===== src/rtl/lsu_pkg.sv =====
`default_nettype none

package lsu_pkg;

    // Data memory geometry. MEM_BYTES is a power of two, so a byte address is
    // the low MEM_AW bits of the 32-bit effective address.
    localparam int MEM_BYTES = 4096;
    localparam int MEM_AW    = $clog2(MEM_BYTES);

    // Register file geometry.
    localparam int REG_COUNT = 16;
    localparam int REG_AW    = 4;

    // Operation codes.
    localparam logic [3:0] OP_LDR   = 4'd0;
    localparam logic [3:0] OP_LDRH  = 4'd1;
    localparam logic [3:0] OP_LDRSH = 4'd2;
    localparam logic [3:0] OP_LDRB  = 4'd3;
    localparam logic [3:0] OP_LDRSB = 4'd4;
    localparam logic [3:0] OP_STR   = 4'd5;
    localparam logic [3:0] OP_STRH  = 4'd6;
    localparam logic [3:0] OP_STRB  = 4'd7;
    localparam logic [3:0] OP_SETR  = 4'd8;

    // Command beat.
    typedef struct packed {
        logic [3:0]  operation;
        logic [31:0] instruction;
        logic [31:0] preload_value;
    } lsu_cmd_t;

    // Result beat.
    typedef struct packed {
        logic [11:0] byte_address;
        logic [3:0]  reg_index;
        logic [31:0] reg_value;
        logic        wrote_register;
    } lsu_res_t;

    // Request to the shared adder/subtractor.
    typedef struct packed {
        logic [31:0] a;
        logic [31:0] b;
        logic        sub;
    } alu_req_t;

endpackage

`default_nettype wire


===== src/rtl/lsu_alu.sv =====
`default_nettype none

module lsu_alu
    import lsu_pkg::*;
(
    input  alu_req_t    req,
    output logic [32:0] sum
);

    logic [31:0] b_eff;

    // Two's complement subtract folds into the add through the carry in.
    assign b_eff = req.sub ? ~req.b : req.b;
    assign sum   = {1'b0, req.a} + {1'b0, b_eff} + {32'd0, req.sub};

endmodule

`default_nettype wire


===== config.mk =====
export PLATFORM = sky130hd
export DESIGN_NAME = lsu_alu
export DESIGN_NICKNAME = d
export VERILOG_FILES = /design/src/rtl/lsu_pkg.sv /design/src/rtl/lsu_alu.sv
export SDC_FILE = /design/constraint.sdc
export NUM_CORES = 1
export LEC_CHECK = 0
export BUFFER_PORTS_ARGS = -buffer_cell sky130_fd_sc_hd__buf_2
export CORE_MARGIN = 4
export CORE_UTILIZATION = 25
export DETAILED_ROUTE_END_ITERATION = 6
export SYNTH_ARGS = -nofsm -noshare
export SYNTH_HDL_FRONTEND = slang
export SYNTH_SLANG_ARGS = --single-unit

===== constraint.sdc =====
create_clock -name vclk -period 13.4
set_input_delay 4.02 -clock vclk [all_inputs]
set_output_delay 4.02 -clock vclk [all_outputs]
set_load 0.1 [all_outputs]

# --- Word level (Yosys, flattened, before mapping) ---
# Cells that the tools add are included.
word_totals:
  in_bits: 65
  regBits: 0
  ramBits: 0
  rom_bits: 0
  latch_bits: 0
  memories: 0
  word_cells: 4
  output_inout_bits: 33
op_classes:
  div: 0
  eq_ne: 0
  n_lt_le_gt_ge: 0
  mul: 0
  bitwise_logic: 1
  shifts: 0
  muxes: 1
  add_sub_neg: 2
  n_reduce_logical: 0
op_table:
  columns: ["cell", "n"]
  rows:
  - ["$add 32x32->33", 1]
  - ["$add 33x1->33", 1]
  - ["$mux 32", 1]
  - ["$not 32->32", 1]

# --- Longest topological paths before layout ---
depth:
  ltp_word: 4
  depth_mapped: 11
  depth_no_buf: 10

# --- Worst setup path after synthesis ---
# No wires, ideal clock.
synth_path:
  kind: "input-to-output"
  start: "input req[0] (netlist name)"
  end: "output sum[28]"
  required_ns: 9.380
  t_arrival_ns: 9.301
  cell_stages: 11
  slack_ns: 0.079
  path_cell_list: "buf_2 -> clkbuf_1 -> xor2_1 -> ha_1 -> a21o_1 -> a21o_1 -> a221o_1 -> a221o_1 -> a31o_2 -> nand4_1 -> nor4bb_1"
synth_between:
  elab_chain_cells: 3
synth_lines:
  columns: ["item", "line", "source"]
  rows:
  - ["start: declaration", "lsu_alu.sv:6", "input alu_req_t req,"]
  - ["$mux 32", "lsu_alu.sv:13", "assign b_eff = req.sub ? ~req.b : req.b;"]
  - ["$add 32x32->33", "lsu_alu.sv:14", "assign sum = {1'b0, req.a} + {1'b0, b_eff} + {32'd0, req.sub};"]
  - ["$add 33x1->33 *", "lsu_alu.sv:14", null]
  - ["end: declaration", "lsu_alu.sv:7", "output logic [32:0] sum"]
# Every way passes the cells marked *; elsewhere a longest branch is shown, timed or not.

# --- Worst setup path after layout ---
layout_path:
  start: "input req[0] (netlist name)"
  end: "output sum[32]"
# The elaborated chain is that of the path after synthesis.

==> flow_summary.json <==
{
  "outcome": "complete, no violations",
  "setup-tns-final_ns": 0,
  "cp_max_fo": 32,
  "floorplan.initialDensity": 0.256,
  "syn_inst": 286,
  "post_cts_buffers": 0,
  "max_slew.worst_pin.slew_ns": 0.929,
  "die_height_um": 99.8,
  "drc": 0,
  "dr_total_vias": 2389,
  "hpwl_mm": 5.70,
  "area_delta_synth_final_pct": 28.0,
  "fmaxAchievable_mhz": 85.7,
  "p_int_uw": 91.0,
  "grt_max_degree": 33,
  "hold_path_class": "in2out",
  "vdd_drop_max_mv": 0.0707,
  "slew_headroom": 0.380,
  "p_per_area_nw_per_um2": 160,
  "die_area_um2": 9960,
  "wl_per_cell_um": 13.9,
  "grt_pass1_vias": 2405,
  "layout-drive-gt1-share": 0.271,
  "antenna_found_initial": 0,
  "fin_crit_ns": 11.66,
  "grt_overflow": 0,
  "portBuffers": 98,
  "finalHoldViolations": 0,
  "final_cell_mix": "buf_2, xor2_1, ha_1, a21oi_1, nand2_1",
  "coreArea_um2": 8220,
  "grt_pass1_wl_mm": 11.0,
  "drv_slew": 0,
  "endpoint": "sum[32]",
  "die_w_um": 99.8,
  "nNetsFinal": 478,
  "cts_resized": 0,
  "critPathArrivalTime_ns": 7.64,
  "drt_iter0_drc": 124,
  "drv_cap": 0,
  "layout_commonest_cell": "buf_2",
  "flops_and_latches": 0,
  "crit_start": "req[0]",
  "grt_usage": 0.129,
  "ys.warnings.count": 0,
  "swShare": 0.788,
  "fill_cells": 900,
  "fin_total_pwr_uw": 430,
  "p_seq_frac": 0,
  "p_clk_frac": 0,
  "wirelength_mm": 6.68,
  "setup_viol": 0,
  "seq_area_frac_synth": 0,
  "cp.required_ns": 9.38,
  "p_leak_nw": 1.40,
  "synth_cell_types": 46,
  "worst_hold_slack_ns": 8.48,
  "finalCritPeriodShare": 0.870,
  "diodes": 0,
  "crit_path_end_kind": "output port",
  "pin_count": 98,
  "dp.cells": 481,
  "worst_setup_path_start_kind": "input pin",
  "ant_nets": 0,
  "switching_power_uw": 339,
  "rows": 33,
  "finalNonFillerCells": 481,
  "vias_per_cell": 4.97,
  "syn_nets": 386,
  "firstDrtPassIters": 4,
  "syn_avg_cell_area_um2": 7.36,
  "postCtsHoldBufs": 0,
  "netlist_area_um2": 2110,
  "comb_power_share": 1.000,
  "seq_area_um2": 0,
  "crit_type": "in2out",
  "rsz0062_at_grt": "no",
  "n_clock_buffer": 0,
  "place_congestion": 0.851
}
cell families (layout without fill, tap and decap cells):
family / Yosys count / count (layout) / share of synthesized area
AO/OA/AOI/OAI: 102 / 102 / 0.329
AND/OR/NAND/NOR: 72 / 72 / 0.177
XOR/XNOR: 58 / 58 / 0.241
adder cells (fa/ha/maj): 35 / 35 / 0.212
buffers and inverters: 17 / 107 / 0.0315
multiplexers: 2 / 2 / 0.00951
stage by stage:
step	worst slack (ns)	instance area (µm²)	util
2_1_floorplan	0.0792	2110	-
3_3_place_gp	1.77	2700	0.328
3_5_place_dp	1.74	2700	0.328
4_1_cts	1.73	2700	0.328
5_1_grt	1.41	2700	0.328
6_report	1.74	2700	0.328
worst min path at each step:
stage | startpoint | endpoint | slack (ns) | depth (start not counted)
detailed placement | req[33] | sum[0] | 8.49 | 3
floorplan | req[1] | sum[0] | 8.48 | 1
global route | req[33] | sum[0] | 8.52 | 3
global placement | req[33] | sum[0] | 8.48 | 3
finish | req[33] | sum[0] | 8.48 | 3
CTS | req[33] | sum[0] | 8.49 | 3
per-layer routing:
metal / share of wire / wire length (µm) / up-vias / GRT usage
met5: 0 / 0 / - / 0
met4: 0 / 0 / 0 / 0.00315
met3: 0.050 / 337 / 0 / 0.00764
met2: 0.49 / 3270 / 58 / 0.239
met1: 0.46 / 3070 / 1085 / 0.172
li1: - / - / 1246 / -
final cells by class:
type                            count  area, µm²  area share
Timing Repair Buffer               98        490       0.182
Inverter                            9       33.8      0.0125
Multi-Input combinational cell    269       2040       0.757
Tap cell                          105        131      0.0487
power by group through the flow:
stage	Sequential [mW]	Combinational [mW]	Clock, mW
2_1_floorplan	0	0.360	0
3_3_place_gp	0	0.429	0
3_5_place_dp	0	0.431	0
4_1_cts	0	0.432	0
5_1_grt	0	0.452	0
6_report	0	0.430	0
critical path, stage by stage:
cell and delay, ns:
buf_2 0.70, xor2_1 0.24, inv_1 0.09, fa_1 0.44
nor2b_1 0.18, o21bai_1 0.10, a31oi_1 0.30, o22ai_1 0.17
a21oi_1 0.43, a21oi_1 0.18, o31ai_1 0.29, buf_2 0.49
Yosys cell counts, types with 2 or more instances:
library cell | number | area share
xor2_1 | 41 | 0.17
ha_1 | 34 | 0.20
a21oi_1 | 31 | 0.074
nand2_1 | 19 | 0.034
xnor2_1 | 17 | 0.071
a21o_1 | 16 | 0.057
nand3_1 | 12 | 0.029
nor2_1 | 10 | 0.018
inv_1 | 9 | 0.016
o21ai_0 | 8 | 0.019
and3_1 | 6 | 0.018
clkbuf_1 | 6 | 0.011
o21bai_1 | 6 | 0.021
nor2b_1 | 5 | 0.015
o211ai_1 | 5 | 0.018
o21a_1 | 5 | 0.018
a211oi_1 | 4 | 0.014
and2_1 | 4 | 0.012
o31ai_1 | 4 | 0.014
a211o_1 | 3 | 0.012
a221o_1 | 3 | 0.014
nand4_1 | 3 | 0.0089
nor3_1 | 3 | 0.0071
o22ai_1 | 3 | 0.0089
a21boi_0 | 2 | 0.0071
a31oi_1 | 2 | 0.0059
buf_2 | 2 | 0.0048
mux2i_1 | 2 | 0.0095
nand2b_1 | 2 | 0.0059
o221ai_1 | 2 | 0.0083
or3_1 | 2 | 0.0059
Note: power is estimated with default switching activity, not from simulation.
